### src/hdl/dtw_pkg.sv
// Shared types, event codes and register indexes for the double-tap wake detector.
// No dependencies; imported by dtw_core and double_tap_wake_detector_unit.
package dtw_pkg;

  // Default on-screen limits, inclusive
  localparam int unsigned XLimitDefault = 1599;
  localparam int unsigned YLimitDefault = 2559;

  // Register reset values
  localparam logic [11:0] FeatherReset = 12'd150;
  localparam logic [15:0] WindowReset  = 16'd50;

  // Event kinds
  localparam logic [2:0] MODE_SLOT     = 3'd0;
  localparam logic [2:0] MODE_TRACK_ID = 3'd1;
  localparam logic [2:0] MODE_BUTTON   = 3'd2;
  localparam logic [2:0] MODE_X        = 3'd3;
  localparam logic [2:0] MODE_Y        = 3'd4;

  // Configuration register indexes
  localparam logic [1:0] CFG_ENABLE   = 2'd0;
  localparam logic [1:0] CFG_FEATHER  = 2'd1;
  localparam logic [1:0] CFG_WINDOW   = 2'd2;

  localparam int unsigned CfgDataW = 16;

  typedef struct packed {
    logic        enable;
    logic [11:0] feather_distance;
    logic [15:0] time_window;
  } dtw_cfg_t;

  typedef struct packed {
    logic [2:0]         mode;
    logic signed [15:0] event_value;
    logic [31:0]        now_ticks;
    logic               screen_on;
    logic               prox_covered;
  } dtw_item_t;

  typedef struct packed {
    logic        finger_down;
    logic        x_captured;
    logic        y_captured;
    logic        release_armed;
    logic [15:0] cur_x;
    logic [15:0] cur_y;
    logic        tap_count;
    logic [15:0] prev_x;
    logic [15:0] prev_y;
    logic [31:0] prev_time;
  } dtw_state_t;

  localparam dtw_state_t StateReset = '{
    finger_down:   1'b0,
    x_captured:    1'b0,
    y_captured:    1'b0,
    release_armed: 1'b1,
    cur_x:         16'd0,
    cur_y:         16'd0,
    tap_count:     1'b0,
    prev_x:        16'd0,
    prev_y:        16'd0,
    prev_time:     32'd0
  };

  // Drop the stored tap and the current point and disarm release; capture flags are kept
  function automatic dtw_state_t clear_taps(input dtw_state_t s);
    dtw_state_t r;
    r               = s;
    r.tap_count     = 1'b0;
    r.prev_time     = 32'd0;
    r.prev_x        = 16'd0;
    r.prev_y        = 16'd0;
    r.cur_x         = 16'd0;
    r.cur_y         = 16'd0;
    r.release_armed = 1'b0;
    return r;
  endfunction

endpackage

### src/hdl/dtw_core.sv
// Next-state and wake logic for one touch event of the double-tap wake detector.
// Purely combinational; depends on dtw_pkg.
module dtw_core
  import dtw_pkg::*;
#(
  parameter int unsigned X_LIMIT = XLimitDefault,
  parameter int unsigned Y_LIMIT = YLimitDefault
) (
  input  dtw_cfg_t   cfg,
  input  dtw_item_t  item,
  input  dtw_state_t state,
  output dtw_state_t state_nxt,
  output logic       wake
);

  localparam logic signed [15:0] XMax = 16'(X_LIMIT);
  localparam logic signed [15:0] YMax = 16'(Y_LIMIT);

  logic              is_release;
  logic              take_x;
  logic              take_y;
  logic [15:0]       tap_x;
  logic [15:0]       tap_y;
  logic              on_screen;
  logic signed [16:0] dx;
  logic signed [16:0] dy;
  logic [16:0]       adx;
  logic [16:0]       ady;
  logic [31:0]       dt;
  logic              near;

  assign is_release = (item.mode == MODE_TRACK_ID) && (item.event_value == -16'sd1);
  assign take_x = (item.mode == MODE_X) && state.finger_down && !state.x_captured;
  assign take_y = (item.mode == MODE_Y) && state.finger_down && !state.y_captured;
  assign tap_x  = take_x ? item.event_value : state.cur_x;
  assign tap_y  = take_y ? item.event_value : state.cur_y;

  assign on_screen = ($signed(tap_x) >= 16'sd0) && ($signed(tap_x) <= XMax) &&
                     ($signed(tap_y) >= 16'sd0) && ($signed(tap_y) <= YMax);

  // 17-bit signed differences cannot overflow
  assign dx  = $signed({tap_x[15], tap_x}) - $signed({state.prev_x[15], state.prev_x});
  assign dy  = $signed({tap_y[15], tap_y}) - $signed({state.prev_y[15], state.prev_y});
  assign adx = dx[16] ? 17'(-dx) : 17'(dx);
  assign ady = dy[16] ? 17'(-dy) : 17'(dy);
  assign dt  = item.now_ticks - state.prev_time;   // wraps modulo 2^32

  assign near = (adx < {5'd0, cfg.feather_distance}) &&
                (ady < {5'd0, cfg.feather_distance}) &&
                (dt < {16'd0, cfg.time_window});

  always_comb begin
    state_nxt = state;
    wake      = 1'b0;
    if (!item.screen_on && cfg.enable) begin
      if ((item.mode == MODE_SLOT) && (item.event_value > 16'sd0)) begin
        // second finger
        if (state.finger_down) begin
          state_nxt = clear_taps(state);
        end
      end else if (!(is_release && !(state.x_captured && state.y_captured))) begin
        if (is_release) begin
          state_nxt.release_armed = 1'b1;
        end
        if ((item.mode == MODE_BUTTON) && (item.event_value == 16'sd1)) begin
          state_nxt.finger_down = 1'b1;
        end
        if ((item.mode == MODE_BUTTON) && (item.event_value == 16'sd0)) begin
          state_nxt.finger_down = 1'b0;
        end
        if (take_x) begin
          state_nxt.cur_x      = tap_x;
          state_nxt.x_captured = 1'b1;
        end
        if (take_y) begin
          state_nxt.cur_y      = tap_y;
          state_nxt.y_captured = 1'b1;
        end
        if (state_nxt.x_captured && state_nxt.y_captured &&
            state_nxt.release_armed && !state_nxt.finger_down) begin
          state_nxt.release_armed = 1'b0;
          state_nxt.x_captured    = 1'b0;
          state_nxt.y_captured    = 1'b0;
          if (!item.prox_covered && on_screen) begin
            if (!state.tap_count) begin
              state_nxt.prev_time = item.now_ticks;
              state_nxt.prev_x    = tap_x;
              state_nxt.prev_y    = tap_y;
              state_nxt.tap_count = 1'b1;
            end else if (near) begin
              state_nxt = clear_taps(state_nxt);
              wake      = 1'b1;
            end else begin
              state_nxt           = clear_taps(state_nxt);
              state_nxt.prev_time = item.now_ticks;
              state_nxt.prev_x    = tap_x;
              state_nxt.prev_y    = tap_y;
              state_nxt.tap_count = 1'b1;
            end
          end
        end
      end
    end
  end

endmodule

### src/hdl/double_tap_wake_detector_unit.sv
// Double-tap wake detector: top level with channel registers and detector state.
// Depends on dtw_pkg and dtw_core.
//
// Usage
//   Input channel (in_*): one touch-controller event per transaction: event
//   kind, value, tick count, screen-on and proximity levels.
//   Result channel (out_*): exactly one transaction per input event, in order,
//   carrying the wake pulse and whether a first tap is held afterwards.
//   Config port (cfg_*): write-only; index 0 enable, 1 feather distance,
//   2 time window. Write only while no event is in flight.
// Timing
//   The event is registered at the accepting edge; when the result register
//   is free, the detector state and the result register are then updated
//   together and out_valid rises. Throughput is one event per cycle while the
//   result is not stalled; the state update (a 32-bit tick
//   subtract/compare beside two 17-bit distance compares) is the only loop.
// Stall
//   A stalled result holds; the input register keeps one event and in_stall
//   rises only while that register is full and the result cannot move.
// Reset
//   Synchronous, active low: channels empty, detection disabled, feather
//   distance 150, time window 50, no tap stored, release armed.
module double_tap_wake_detector_unit
  import dtw_pkg::*;
#(
  parameter int unsigned X_LIMIT = XLimitDefault,
  parameter int unsigned Y_LIMIT = YLimitDefault
) (
  input  logic                clk,
  input  logic                rst_n,
  // configuration
  input  logic                cfg_we,
  input  logic [1:0]          cfg_index,
  input  logic [CfgDataW-1:0] cfg_wdata,
  // input channel
  input  logic                in_valid,
  output logic                in_stall,
  input  logic [2:0]          in_mode,
  input  logic signed [15:0]  in_event_value,
  input  logic [31:0]         in_now_ticks,
  input  logic                in_screen_on,
  input  logic                in_prox_covered,
  // result channel
  output logic                out_valid,
  input  logic                out_stall,
  output logic                out_wake,
  output logic                out_first_tap_held
);

  dtw_cfg_t   cfg_r;
  dtw_item_t  item_r;
  logic       item_valid_r;
  dtw_state_t state_r;
  dtw_state_t state_nxt;
  logic       wake_nxt;
  logic       out_valid_r;
  logic       out_wake_r;
  logic       out_held_r;
  logic       advance;
  logic       in_take;
  logic       process;

  // result register free this cycle
  assign advance  = !out_valid_r || !out_stall;
  assign process  = item_valid_r && advance;
  assign in_stall = item_valid_r && !advance;
  assign in_take  = in_valid && !in_stall;

  // configuration registers
  always_ff @(posedge clk) begin
    if (!rst_n) begin
      cfg_r.enable           <= 1'b0;
      cfg_r.feather_distance <= FeatherReset;
      cfg_r.time_window      <= WindowReset;
    end else if (cfg_we) begin
      case (cfg_index)
        CFG_ENABLE:  cfg_r.enable           <= cfg_wdata[0];
        CFG_FEATHER: cfg_r.feather_distance <= cfg_wdata[11:0];
        CFG_WINDOW:  cfg_r.time_window      <= cfg_wdata[15:0];
        default: ;
      endcase
    end
  end

  // input register
  always_ff @(posedge clk) begin
    if (!rst_n) begin
      item_valid_r <= 1'b0;
    end else if (in_take) begin
      item_valid_r <= 1'b1;
    end else if (advance) begin
      item_valid_r <= 1'b0;
    end
  end

  always_ff @(posedge clk) begin
    if (in_take) begin
      item_r.mode         <= in_mode;
      item_r.event_value  <= in_event_value;
      item_r.now_ticks    <= in_now_ticks;
      item_r.screen_on    <= in_screen_on;
      item_r.prox_covered <= in_prox_covered;
    end
  end

  dtw_core #(
    .X_LIMIT(X_LIMIT),
    .Y_LIMIT(Y_LIMIT)
  ) u_core (
    .cfg       (cfg_r),
    .item      (item_r),
    .state     (state_r),
    .state_nxt (state_nxt),
    .wake      (wake_nxt)
  );

  // detector state and result register move together
  always_ff @(posedge clk) begin
    if (!rst_n) begin
      state_r     <= StateReset;
      out_valid_r <= 1'b0;
    end else if (process) begin
      state_r     <= state_nxt;
      out_valid_r <= 1'b1;
    end else if (advance) begin
      out_valid_r <= 1'b0;
    end
  end

  always_ff @(posedge clk) begin
    if (process) begin
      out_wake_r <= wake_nxt;
      out_held_r <= state_nxt.tap_count;
    end
  end

  assign out_valid          = out_valid_r;
  assign out_wake           = out_wake_r;
  assign out_first_tap_held = out_held_r;

  // a wake always drops the stored tap
  a_wake_clears: assert property (@(posedge clk) disable iff (!rst_n)
    out_valid_r && out_wake_r |-> !out_held_r)
    else $error("wake reported with a tap still held");

  // a processed event always produces a result
  a_process_result: assert property (@(posedge clk) disable iff (!rst_n)
    process |=> out_valid_r)
    else $error("processed transaction produced no result");

  // disabled detector leaves state untouched
  a_disabled_hold: assert property (@(posedge clk) disable iff (!rst_n)
    process && !cfg_r.enable |=> $stable(state_r))
    else $error("state changed while detection disabled");

  // stall only when the input register is occupied
  a_stall_needs_item: assert property (@(posedge clk) disable iff (!rst_n)
    in_stall |-> item_valid_r && out_valid_r)
    else $error("input stalled with nothing held");

  // wake only from an armed tap store
  a_wake_needs_tap: assert property (@(posedge clk) disable iff (!rst_n)
    process && wake_nxt |-> state_r.tap_count)
    else $error("wake without a stored first tap");

endmodule

### config.mk
export PLATFORM = sky130hd
export DESIGN_NAME = double_tap_wake_detector_unit
export DESIGN_NICKNAME = d
export VERILOG_FILES = /design/src/hdl/dtw_pkg.sv /design/src/hdl/dtw_core.sv /design/src/hdl/double_tap_wake_detector_unit.sv
export SDC_FILE = /design/constraint.sdc
export NUM_CORES = 1
export LEC_CHECK = 0
export BUFFER_PORTS_ARGS = -buffer_cell sky130_fd_sc_hd__buf_4
export CORE_ASPECT_RATIO = 0.8
export CORE_MARGIN = 2
export CORE_UTILIZATION = 45
export CTS_BUF_LIST = sky130_fd_sc_hd__clkbuf_16
export CTS_CLUSTER_SIZE = 14
export DETAILED_ROUTE_END_ITERATION = 10
export PLACE_DENSITY = 0.74
export SYNTH_ARGS = -nofsm -noshare
export SYNTH_HDL_FRONTEND = slang
export SYNTH_SLANG_ARGS = --single-unit
### constraint.sdc
create_clock -name clk -period 6.6 [get_ports clk]
set_input_delay 0.66 -clock clk [delete_from_list [all_inputs] [get_ports clk]]
set_output_delay 0.66 -clock clk [all_outputs]
set_load 0.05 [all_outputs]
# After elaboration in Yosys (flattened, before gate mapping)
# Cells that the tools add are included.
# word_totals
reg_bits,187
input_bits,76
out_inout_bits,4
wordCells,136
# classes
n_addsub,5
magnitude_cmp,8
n_eq_ne,10
mux,36
bitwise_logic,6
n_reduce_logical,49
# ops
cell,count
$mux 101,3
$mux 65,3
$mux 100,1
$mux 97,1
$mux 16,4
$lt 17x12->1,2
$mux 17,2
$neg 17->17,2
$sub 16x16->17,2
$ge 16x1->1 const B,2
$lt 32x16->1,1
$mux 32,1
$sub 32x32->32,1
$logic_and 1x1->1,23
$mux 1,21
$eq 16x1->1 const B,1
$eq 16x2->1 const B,1
$gt 16x1->1 const B,1
$le 16x12->1 const B,1
$le 16x13->1 const B,1
$logic_not 16->1,1
$logic_not 1->1,10
$reduce_and 4->1,2
$reduce_bool 2->1,4
15 further kinds,23

# Logic depth before layout (Yosys ltp)
# Gate-level depths: netlist of the first run.
# logic_depth
depth_word,17
mapped_depth,28

# By module
# From an unflattened synthesis of the first run, not the netlist that was laid out.
# hier_totals
hier_cells,1676
area_unflattened_um2,14137.3
# by_module_without_submodules
mod,n_inst,cells_each,area_per_inst_um2,seq_area_each_um2
dtw_core,1,1056,7205.7,0.0
double_tap_wake_detector_unit,1,620,6931.6,4294.1

# Worst setup path before layout of the first run
# OpenSTA, ideal clock, no wires.
# synth_path
path_kind,register to register
start,reg item_r[50] in the netlist's numbering
end,reg state_r[10] in the netlist's numbering
setup_time_ps,115
arrival_ps,7006
t_required_ps,6485
slack_ps,-521
path_stages_with_launch,29
period_less_slack_ps,7121
path_cell_list,edfxtp_1 nor4bb_1 nor2b_1 buf_4 buf_1 mux2i_1 ha_1 inv_1 fa_1 a21oi_1 o221ai_1 a31oi_1 o21bai_1 o21ai_1 clkbuf_1 o21ai_0 xnor2_1 ha_1 or4b_1 a221oi_2 o2111ai_1 or3b_1 nor4_2 o2111ai_1 nor4b_1 o2111ai_1 nor4_4 buf_6 o21ai_2
# synth_between
elab_chain_len,16
elab_cells_between_ends,66
# synth_rtl
item,line,rtl
from (decl),double_tap_wake_detector_unit.sv:51,dtw_item_t item_r;
$eq 3x2->1 / $eq 3x3->1 (equally long branches),"dtw_core.sv:33, dtw_core.sv:34",
"$logic_and 1x1->1, on equally long branches (2 in series)","dtw_core.sv:33, dtw_core.sv:34",
"$mux 16, on equally long branches","dtw_core.sv:35, dtw_core.sv:36",
"$sub 16x16->17, on equally long branches","dtw_core.sv:42, dtw_core.sv:43",
"$neg 17->17, on equally long branches","dtw_core.sv:44, dtw_core.sv:45",
"$mux 17, on equally long branches","dtw_core.sv:44, dtw_core.sv:45",
"$lt 17x12->1, on equally long branches","dtw_core.sv:48, dtw_core.sv:49",
$logic_and 1x1->1,dtw_core.sv:48,"assign near = (adx < {5'd0, cfg.feather_distance}) &&"
$logic_and 1x1->1,dtw_core.sv:49,"(ady < {5'd0, cfg.feather_distance}) &&"
$mux 65,dtw_core.sv:90,end else if (near) begin
$mux 65,dtw_core.sv:85,if (!state.tap_count) begin
$mux 97,dtw_core.sv:84,if (!item.prox_covered && on_screen) begin
$mux 100,dtw_core.sv:79,if (state_nxt.x_captured && state_nxt.y_captured &&
$mux 101,dtw_core.sv:61,end else if (!(is_release && !(state.x_captured && state.y_captured))) begin
$mux 101,dtw_core.sv:56,if ((item.mode == MODE_SLOT) && (item.event_value > 16'sd0)) begin
to (signal assigned),double_tap_wake_detector_unit.sv:120,state_r <= StateReset;
to (signal assigned),double_tap_wake_detector_unit.sv:123,state_r <= state_nxt;
to (decl),double_tap_wake_detector_unit.sv:53,dtw_state_t state_r;
# Parallel ways exist; a longest one is shown, timed or not. The select of a mux whose other input is x is not followed.
# A chain may end at the register's enable or synchronous reset.

# Final worst setup path of the first run
# layout_path
start,reg item_r[52] in the netlist's numbering
end,reg state_r[0] in the netlist's numbering
# Same word-level chain as after synthesis.

==> results of run 1 <==
## per-layer routing
layer | vias to the layer above | GRT usage (%) | part of all wire [%] | wire [um]
li1 | 5810 | - | - | -
met1 | 5628 | 31.69 | 47 | 16430
met2 | 359 | 35.22 | 44 | 15180
met3 | 40 | 5.292 | 7.6 | 2654
met4 | 0 | 6.143 | 1.7 | 580
met5 | - | 0 | 0 | 0
## metrics by stage
step	hold WS (ns)	setup slack, ns	cell area (sq um)	TNS, ns
2_1_floorplan	0.4251	-0.02667	13260	-1.198
3_3_place_gp	0.4358	0.01575	14560	0
3_5_place_dp	0.4412	-0.1446	14560	-5.785
4_1_cts	0.3683	-0.03482	15320	-0.6704
5_1_grt	0.3699	-0.4294	15480	-21.37
6_report	0.3813	-0.05727	15480	-1.071
## path summary, 6_finish.rpt
path / from / endpoint / slack (ns)
min: in_now_ticks[14] / item_r[16] / 0.38
min reg2reg: state_r[33] / state_r[33] / 0.45
max reg2reg: item_r[52] / state_r[0] / -0.06
max: item_r[52] / state_r[0] / -0.06
## area by class of cell
cell class | count | area share, %
Timing Repair Buffer | 180 | 9.317
Clock buffer | 17 | 2.747
Tap cell | 377 | 3.046
Inverter | 122 | 2.958
Sequential cell | 187 | 27.73
Clock inverter | 15 | 1.156
Multi-Input combinational cell | 1163 | 53.04
## worst max-delay path, delay by kind of cell, from the launching register on
kind | cells | cell delay (ns)
AND/OR/NAND/NOR | 9 | 2.58
multiplexers | 1 | 0.26
buffers and inverters | 5 | 0.75
AO/OA/AOI/OAI | 9 | 1.60
XOR/XNOR | 1 | 0.15
adder cells (fa/ha/maj) | 3 | 0.79
flip-flops | 1 | 0.38
## state kept, by name, summed over array words and instances (netlist names)
register and cells:
out_wake 1, item_r 53, out_valid 1, item_valid_r 1
out_first_tap_held 1, cfg_r 29, state_r 101
## logic make-up (layout without fill, tap and decap cells)
kind of cell / count (synthesis) / in the layout / share of synthesized area [%]
XOR/XNOR: 67 / 67 / 4.445
flip-flops: 187 / 187 / 32.53
multiplexers: 40 / 40 / 3.261
AND/OR/NAND/NOR: 526 / 526 / 19.97
AO/OA/AOI/OAI: 425 / 425 / 23.06
adder cells (fa/ha/maj): 105 / 105 / 10.12
buffers and inverters: 196 / 334 / 6.607
## power groups by stage
stage	Clock (mW)	Sequential, mW	Combinational, mW
4_1_cts	1.09	1.23	0.282
2_1_floorplan	0	1.25	0.181
3_3_place_gp	0	1.26	0.272
6_report	1.07	1.23	0.285
5_1_grt	1.14	1.24	0.315
3_5_place_dp	0	1.26	0.276
## placed cells by master (no fill, tap or decap), types with 12 or more instances in the layout
master / synthesis / routed
o21ai_0: 56 / 54
mux2i_1: 16 / 15
a21oi_1: 83 / 82
o21a_1: 13 / 13
and3_1: 13 / 12
nand2_1: 238 / 238
clkbuf_16: 0 / 18
edfxtp_1: 55 / 55
nor2b_1: 37 / 33
inv_1: 122 / 122
a22oi_1: 23 / 23
nor3_1: 16 / 16
buf_4: 1 / 173
nor2_1: 57 / 57
a211oi_1: 13 / 13
xor2_1: 20 / 19
xnor2_1: 47 / 46
a21boi_0: 24 / 24
nor4_1: 15 / 13
nand3_1: 27 / 27
dfxtp_1: 132 / 132
a21o_1: 30 / 30
mux2_2: 23 / 23
o211ai_1: 18 / 18
and2_1: 33 / 33
o21ai_2: 50 / 52
nand4_1: 28 / 28
ha_1: 102 / 99
## cells in the mapped netlist, types with 18 or more instances
library cell | number | area share, %
mux2_2 | 23 | 2.0
nor2b_1 | 37 | 1.8
o21ai_0 | 56 | 2.1
nand4_1 | 28 | 1.3
edfxtp_1 | 55 | 13
o211ai_1 | 18 | 1.0
a21o_1 | 30 | 1.7
ha_1 | 102 | 9.7
dfxtp_1 | 132 | 20
clkbuf_1 | 45 | 1.3
and2_1 | 33 | 1.6
xor2_1 | 20 | 1.3
nand3_1 | 27 | 1.0
a22oi_1 | 23 | 1.3
inv_1 | 122 | 3.5
nor2_1 | 57 | 1.6
xnor2_1 | 47 | 3.1
o21ai_2 | 50 | 3.3
nand2_1 | 238 | 6.8
a21boi_0 | 24 | 1.4
a21oi_1 | 83 | 3.1
## timing repair
action	in CTS	in global routing
cloned	1	1
endpoints found under the setup margin	58	58
pin swaps	1	20
gates resized for setup	13	19
buffers inserted	10	6
==> impl_results.md, run 1 <==
* Outcome: finished with violations
* Failing checks: setup timing
* Post-DP HPWL at approximately 26000 um
* CP max-delay cell: or4b_4
* Clk_lat worst skew at about 0.45 ns
* Pleak at approximately 6.2 nW
* Largest fanout on the critical path at 8
* Core area at between 20000 and 30000 sq um
* Final clock skew at around 0.021 ns
* Root Buffer: clkbuf_16
* DR pass1 iterations at 5
* Combinational share of power at between 10% and 20%
* P_sw at 0.7117 mW
* Mean routed wirelength per cell at around 17 um
* Final non-filler cell total at 2061
* Slew @ Worst Pin at 1.129 ns
* Fillers at approximately 2600
* Global-route usage over all layers at ~23%
* Post-synth EDFFs at between 50 and 60
* Syn avg cell area at between 8 and 9 sq um
* Die Span Y at approximately 160 um
* Final setup margin at -0.05727 ns
* CTS tree: yes
* Sw frac at 27.49%
* Bufs on Longest Clock Path at 2
* # rows at 56
* Antenna violations before repair at 1
* Routed WL at ~35000 um
* Top_reg_cell synth: dfxtp_1
* Kind of critical path: flop to flop
* Multi-input logic area at slightly above 8000 sq um
* Nets at 1852
* Port Buffers at 79
* Final Power at 2.589 mW
* Drc violations at 0
* Required time of the critical path at 6.92 ns
* Worst hold path type: input pin to flop
* Vias in the first global route at between 10000 and 15000
* First-pass GRT wire length at between 50000 and 60000 um
* Grt ovf at 0
* Cts-stage hold buffer count at 0
* Min-Delay Path Depth at 1
* Detail Route Antenna Nets at 0
* Antenna diode count at 0
* Clock power frac at approximately two fifths
* Worst r2r path cells at 28
* Vias at roughly 12000
* Crit share post-route at 100.9%
* Fmax at about 150 MHz
* Yosys reg bits at 187
* Iter 0 DRT Violations at slightly below 1000
* Mapped Cells at 1546
* Register area at between 4000 and 5000 sq um
* Layout area overhead at 17.30%
* Pint at around 1.9 mW
* Die width at about 200 um
* Worst Path Arrival at 6.98 ns
* RSZ-0062 raised after global routing: yes
* Max VDD drop at 0.1242 mV
* Startpoint Class: flop
* Sequential area share after synthesis at 32.53%
* # setup viols final at between 40 and 50
* Global placer's final weighted congestion at 0.9057
* Largest net degree at the start of global routing at between 70 and 80
* IO Pins at 80
* Most frequent CP cell: o2111ai_1
* Warnings, synthesis at 0
* TritonCTS buffer count at 17
* Core Util, Final at between 50% and 60%
* Syn_nets at around 1700
* Post-Place Cells at about 2000
* Clk pin slew, worst setup/hold paths at 0.08 ns
* Share of layout cells above drive strength 1 at between 20% and 30%
* Cell variety after synth at 95
* Final Hold Fails at 0
* Max Cap Viol at 0
* Slowest stage delay, CP at around 0.55 ns
* Sink Count at roughly 190
* Vias per inst at about 5.7
* Min Tclk post-route at around 6.7 ns
* Part of the power in registers at a little under half
* Worst slew margin at 23.79%
* H-tree depth at 4
* Fraction of registers with async set/reset at 0%
* Critical path capture point type: flop
* Cell Pwr Density at ~170 nW/um^2
* Max-slew violations at 0
* Initial Util at between 40% and 50%
* Mapped cell area at approximately 13000 sq um
* Die area at around 31000 sq um
No activity file was read; power rests on OpenSTA's default activity.
==> inputs of run 2 (changes only) <==
--- a/config.mk
+++ b/config.mk
@@ -6,13 +6,15 @@
 export NUM_CORES = 1
 export LEC_CHECK = 0
 export BUFFER_PORTS_ARGS = -buffer_cell sky130_fd_sc_hd__buf_4
+export CELL_PAD_IN_SITES_DETAIL_PLACEMENT = 0
+export CELL_PAD_IN_SITES_GLOBAL_PLACEMENT = 1
 export CORE_ASPECT_RATIO = 0.8
 export CORE_MARGIN = 2
-export CORE_UTILIZATION = 45
+export CORE_UTILIZATION = 43
 export CTS_BUF_LIST = sky130_fd_sc_hd__clkbuf_16
 export CTS_CLUSTER_SIZE = 14
 export DETAILED_ROUTE_END_ITERATION = 10
-export PLACE_DENSITY = 0.74
+export PLACE_DENSITY = 0.88
 export SYNTH_ARGS = -nofsm -noshare
 export SYNTH_HDL_FRONTEND = slang
 export SYNTH_SLANG_ARGS = --single-unit
==> impl_results.md, run 2 (synthesized netlist as in run 1, its figures left out) <==
* Final clock skew at 0.01353 ns (-0.007403 ns)
* Final setup margin at -0.1137 ns (-0.05644 ns)
* Clock power frac at 41.6% (+0.2 points)
* TNS Setup at -4.626 ns (-3.554 ns)
* Commonest non-fill, non-tap cells in the layout: nand2_1 (238), buf_4 (167), dfxtp_1 (132)
* Final Power at 2.601 mW (+0.47%)
* Grt met3 use at 4.221% (-1.1 points)
* Root Buffer: clkbuf_16
* Combinational share of power at 11.0% (about the same)
* Largest register by flop count: state_r
* Cell Pwr Density at 166.0 nW/um^2 (-0.75%)
* Post-Place Cells at 2052 (+2.0%)
* Fmax at 148.9 MHz (-0.84%)
* Startpoint Class: flop
* Die Span Y at 160.7 um (+2.2%)
* Vias in the first global route at 10880 (-1.9%)
* Pint at 1.908 mW (+1.6%)
* Post-DP HPWL at 26850 um (+2.8%)
* TritonCTS buffer count at 17 (unchanged)
* Min-Delay Path Depth at 1 (unchanged)
* CP max-delay cell: or4b_4
* Drc violations at 0 (unchanged)
* Grt met2 use at 32.65% (-2.6 points)
* Required time of the critical path at 6.79 ns (-0.13 ns)
* Vias per inst at 5.572 (-3.0%)
* Cts-stage hold buffer count at 0 (unchanged)
* Worst Path Arrival at 6.90 ns (-0.08 ns)
* Number of flip-flops in the largest register at 101 (unchanged)
* Detail Route Antenna Nets at 0 (unchanged)
* Max VDD drop at 0.1665 mV (+34%)
* # setup viols final at 55 (+22%)
* Crit share post-route at 101.7% (+0.86 points)
* Slew @ Worst Pin at 1.039 ns (-0.08971 ns)
* Outcome: finished with violations
* Kind of critical path: flop to flop
* Bufs on Longest Clock Path at 2 (unchanged)
* CTS tree: yes
* Final non-filler cell total at 2098 (+1.8%)
* Nets at 1853 (+0.054%)
* IO Pins at 80 (unchanged)
* Post-route cell area at 15680 sq um (+1.2%)
* Die area at 32120 sq um (+4.5%)
* Max-slew violations at 0 (unchanged)
* Fillers at 2795 (+6.6%)
* P_sw at 0.6934 mW (-2.6%)
* Global placer's final weighted congestion at 0.9058 (about the same)
* Die width at 199.9 um (+2.3%)
* Register area at 4294 sq um (unchanged)
* Max Cap Viol at 0 (unchanged)
* Sink Count at 187 (unchanged)
* Mean routed wirelength per cell at 16.89 um (-0.11%)
* Clk_lat worst skew at 0.45 ns (about the same)
* H-tree depth at 4 (unchanged)
* Layout area overhead at 18.75%
* WP depth at 27 (-3.6%)
* Grt ovf at 0 (unchanged)
* Core Util, Final at 51.72% (-1.5 points)
* Global-route usage over all layers at 22.16% (-0.55 points)
* # rows at 57 (+1.8%)
* Min Tclk post-route at 6.714 ns (+0.05644 ns)
* DR pass1 iterations at 5 (unchanged)
* Antenna violations before repair at 0 (-1)
* Largest net degree at the start of global routing at 72 (unchanged)
* GRT Max-Usage Layer: met1
* Vias at 11690 (-1.2%)
* CP Buf/Inv Count at 4 (-1)
* Pre-CTS setup slack at -0.1542 ns (-0.009647 ns)
* Worst slew margin at 29.85% (+6.1 points)
* RSZ-0062 raised after global routing: yes
* Slowest stage delay, CP at 0.55 ns (about the same)
* Part of the power in registers at 47.4% (-0.2 points)
* Worst hold path type: input pin to flop
* Routed WL at 35430 um (+1.7%)
* Clk pin slew, worst setup/hold paths at 0.08 ns (about the same)
* Most common cell after layout, fill and taps aside: nand2_1
* Share of layout cells above drive strength 1 at 20.59% (+0.52 points)
* CP delay by family, top: simple AND/OR/NAND/NOR gates
* Initial Util at 43.55% (-1.8 points)
* Port Buffers at 79 (unchanged)
* Pleak at 6.268 nW (+1.0%)
* Top Registers: state_r (101), item_r (53), cfg_r (29)
* Failing checks: setup timing
* Worst r2r path cells at 27 (-3.6%)
* Largest fanout on the critical path at 7 (-1)
* Sw frac at 26.65% (-0.83 points)
* Fin Hold WS at 0.3825 ns (+0.001232 ns)
* Core area at 30310 sq um (+4.2%)
* Critical path capture point type: flop
* Iter 0 DRT Violations at 958 (-0.42%)
* Placed Area at 14650 sq um (+0.65%)
* Multi-input logic area at 8302 sq um (+1.1%)
* First-pass GRT wire length at 56830 um (+0.71%)
* M1 GR Usage at 33.39% (+1.7 points)
* Final Hold Fails at 0 (unchanged)
* Antenna diode count at 0 (unchanged)
[run 2: cell count changes in the layout (fill, tap and decap cells not counted), moves of 2 or more]
cell,before,now
buf_4,173,167
buf_6,1,7
clkbuf_16,18,20
clkinv_2,0,2
o31ai_1,11,9
o31ai_4,0,2
xnor2_1,46,44
xnor2_2,1,3
[run 2: timing repair]
item / in CTS / in global routing
setup buffers: 5 / 5
gates cloned: 1 / 3
setup endpoints to repair: 58 / 58
resized for setup: 14 / 28
pin swaps: 24 / 13
[run 2: layer usage]
layer  share of wire, %  vias up
met5                  0        -
met4                1.0        0
met3                5.7       22
met2                 43      315
met1                 50     5558
li1                   -     5795
[run 2: power groups by stage]
stage,combinational [mW],sequential [mW],clock [mW]
after floorplan,0.181,1.25,0
after global placement,0.273,1.26,0
after detailed placement,0.277,1.26,0
after CTS,0.281,1.23,1.11
after global routing,0.317,1.24,1.15
final,0.285,1.23,1.08
[run 2: worst paths after layout]
kind	start	end	slack (ns)
max reg2reg	item_r[52]	out_first_tap_held	-0.11
min	in_now_ticks[16]	item_r[18]	0.38
min reg2reg	state_r[22]	state_r[22]	0.45
max	item_r[52]	out_first_tap_held	-0.11
[run 2: layout make-up]
cell class,count,share of cell area (%)
timing repair buffer,181,9.539
clock buffer,17,2.714
sequential,187,27.39
tap,413,3.297
clock inverter,15,1.173
inverter,122,2.921
multi-input combinational,1163,52.96
==> inputs of run 3 (changes only) <==
==> constraint.sdc (replaced) <==
create_clock -name clk -period 5.8 [get_ports clk]
set_input_delay 0.58 -clock clk [delete_from_list [all_inputs] [get_ports clk]]
set_output_delay 0.58 -clock clk [all_outputs]
set_load 0.05 [all_outputs]
==> impl_results.md, run 3 (synthesized netlist as in run 1, its figures left out) <==
* Routed WL at 37130 um (+4.8%)
* RSZ-0062 raised after global routing: yes
* Layout area overhead at 24.11%
* Worst hold path type: input pin to flop
* Max Cap Viol at 0 (unchanged)
* Die Span Y at 160.7 um (unchanged)
* Port Buffers at 79 (unchanged)
* Min-Delay Path Depth at 1 (unchanged)
* H-tree depth at 4 (unchanged)
* Critical path capture point type: flop
* Grt ovf at 0 (unchanged)
* Clk_lat worst skew at 0.47 ns (+0.02 ns)
* Vias at 12230 (+4.6%)
* Drc violations at 0 (unchanged)
* Vias per inst at 5.549 (-0.41%)
* Slowest stage delay, CP at 0.55 ns (about the same)
* Cell Pwr Density at 181.0 nW/um^2 (+9.1%)
* Kind of critical path: flop to flop
* Largest net degree at the start of global routing at 72 (unchanged)
* Min Tclk post-route at 6.780 ns (+0.06606 ns)
* Vias in the first global route at 11810 (+8.5%)
* Final setup margin at -0.9798 ns (-0.8661 ns)
* WL met2 at 15600 um (+2.8%)
* Commonest non-fill, non-tap cells in the layout: buf_4 (278), nand2_1 (238), dfxtp_1 (132)
* Worst slew margin at 23.08% (-6.8 points)
* Max-slew violations at 0 (unchanged)
* Final Hold Fails at 0 (unchanged)
* Worst Hold End: item_r[17]
* Metal-1 WL at 18530 um (+3.8%)
* TritonCTS buffer count at 17 (unchanged)
* Mean routed wirelength per cell at 16.85 um (-0.24%)
* Global-route usage over all layers at 23.60% (+1.4 points)
* Fillers at 2740 (-2.0%)
* Worst r2r path cells at 28 (+3.7%)
* Max VDD drop at 0.2306 mV (+39%)
* Fmax at 147.5 MHz (-0.97%)
* Reg2reg setup slack at -0.98 ns (-0.87 ns)
* Most common cell after layout, fill and taps aside: buf_4
* Startpoint Class: flop
* Worst R2R Start: item_r[51]
* # rows at 57 (unchanged)
* Global placer's final weighted congestion at 0.9401 (+3.8%)
* Nets at 1959 (+5.7%)
* Iter 0 DRT Violations at 949 (-0.94%)
* IO Pins at 80 (unchanged)
* Largest fanout on the critical path at 13 (+6)
* Post-route cell area at 16380 sq um (+4.5%)
* Placed Area at 15430 sq um (+5.3%)
* Antenna diode count at 0 (unchanged)
* First-pass GRT wire length at 60310 um (+6.1%)
* Clk pin slew, worst setup/hold paths at 0.09 ns (about the same)
* Hold_sp: in_now_ticks[15]
* CP max-delay cell: or4b_4
* Final clock skew at 0.01899 ns (+0.005454 ns)
* Post-DP HPWL at 28100 um (+4.6%)
* R2r endpoint: state_r[48]
* Die area at 32120 sq um (unchanged)
* Slew @ Worst Pin at 1.139 ns (+0.1002 ns)
* Root Buffer: clkbuf_16
* Cts-stage hold buffer count at 0 (unchanged)
* Outcome: finished with violations
* Top Registers: state_r (101), item_r (53), cfg_r (29)
* Core area at 30310 sq um (unchanged)
* Largest register by flop count: state_r
* Worst Path Arrival at 7.11 ns (+0.21 ns)
* Number of flip-flops in the largest register at 101 (unchanged)
* Die width at 199.9 um (unchanged)
* Pleak at 6.767 nW (+8.0%)
* CTS tree: yes
* Highest metal used: met4
* Crit share post-route at 116.9% (+15 points)
* Pre-CTS setup slack at -1.032 ns (-0.8773 ns)
* Antenna violations before repair at 1 (+1)
* Share of layout cells above drive strength 1 at 24.85% (+4.3 points)
* Failing checks: setup timing
* # setup viols final at 58 (+5.5%)
* Required time of the critical path at 6.13 ns (-0.66 ns)
* Detail Route Antenna Nets at 0 (unchanged)
* DR pass1 iterations at 5 (unchanged)
* Met3 wire length at 2375 um (+17%)
* Bufs on Longest Clock Path at 2 (unchanged)
* Sink Count at 187 (unchanged)
* Initial Util at 43.55% (unchanged)
## run 3: worst max-delay path by stage
stage | depth (start not counted) | from | slack, ns | end
CTS | 28 | item_r[52] | -0.88 | state_r[48]
finish | 28 | item_r[51] | -0.98 | state_r[48]
global route | 29 | item_r[52] | -1.28 | state_r[32]
global placement | 27 | item_r[52] | -0.72 | state_r[48]
detailed placement | 26 | item_r[52] | -1.03 | state_r[0]
floorplan | 27 | item_r[52] | -0.82 | state_r[10]
## run 3: metrics by stage
step | std cells | utilization [%] | power [mW] | hold WS, ns | setup TNS [ns]
after floorplan | 1546 | - | 1.633 | 0.4251 | -44.73
after global placement | 2154 | 50.91 | 1.750 | 0.4350 | -37.98
after detailed placement | 2154 | 50.91 | 1.753 | 0.4411 | -55.48
after CTS | 2198 | 53.67 | 2.979 | 0.2670 | -46.44
after global routing | 2204 | 54.05 | 3.069 | 0.2690 | -69.63
final | 2204 | 54.05 | 2.966 | 0.2833 | -52.72
## run 3: worst max-delay path, delay by kind of cell (launching register included)
kind / cells / cell delay, ns
fa+ha+maj: 3 / 0.79
xor+xnor: 2 / 0.25
simple gates: 8 / 2.52
mux: 1 / 0.26
compound gates: 9 / 1.72
flops: 1 / 0.45
buf+inv: 5 / 0.66
## run 3: per-layer routing
layer | track usage, % | vias up
met5 | 0 | -
met4 | 6.532 | 0
met1 | 35.56 | 5796
met3 | 3.654 | 50
li1 | - | 6021
met2 | 34.69 | 363
## run 3: where the power goes
part | internal [mW] | switching [mW] | total [mW]
logic | 0.143 | 0.189 | 0.332
clock network | 0.611 | 0.621 | 1.23
registers | 1.38 | 0.0243 | 1.40
## run 3: what timing repair did
item,CTS,global route
gates cloned,3,0
setup buffers,9,7
gates resized for setup,16,16
setup endpoints to repair,58,58
pin swaps,10,18
## run 3: area by class of cell
cell class                 count  area (sq um)  share of cell area, %
multi-input combinational   1163          8242                  50.31
inverter                     122         457.9                  2.795
clock inverter                14         162.7                 0.9928
sequential                   187          4294                  26.21
tap                          413         516.7                  3.154
timing repair buffer         287          2260                  13.79
clock buffer                  18         450.4                  2.749
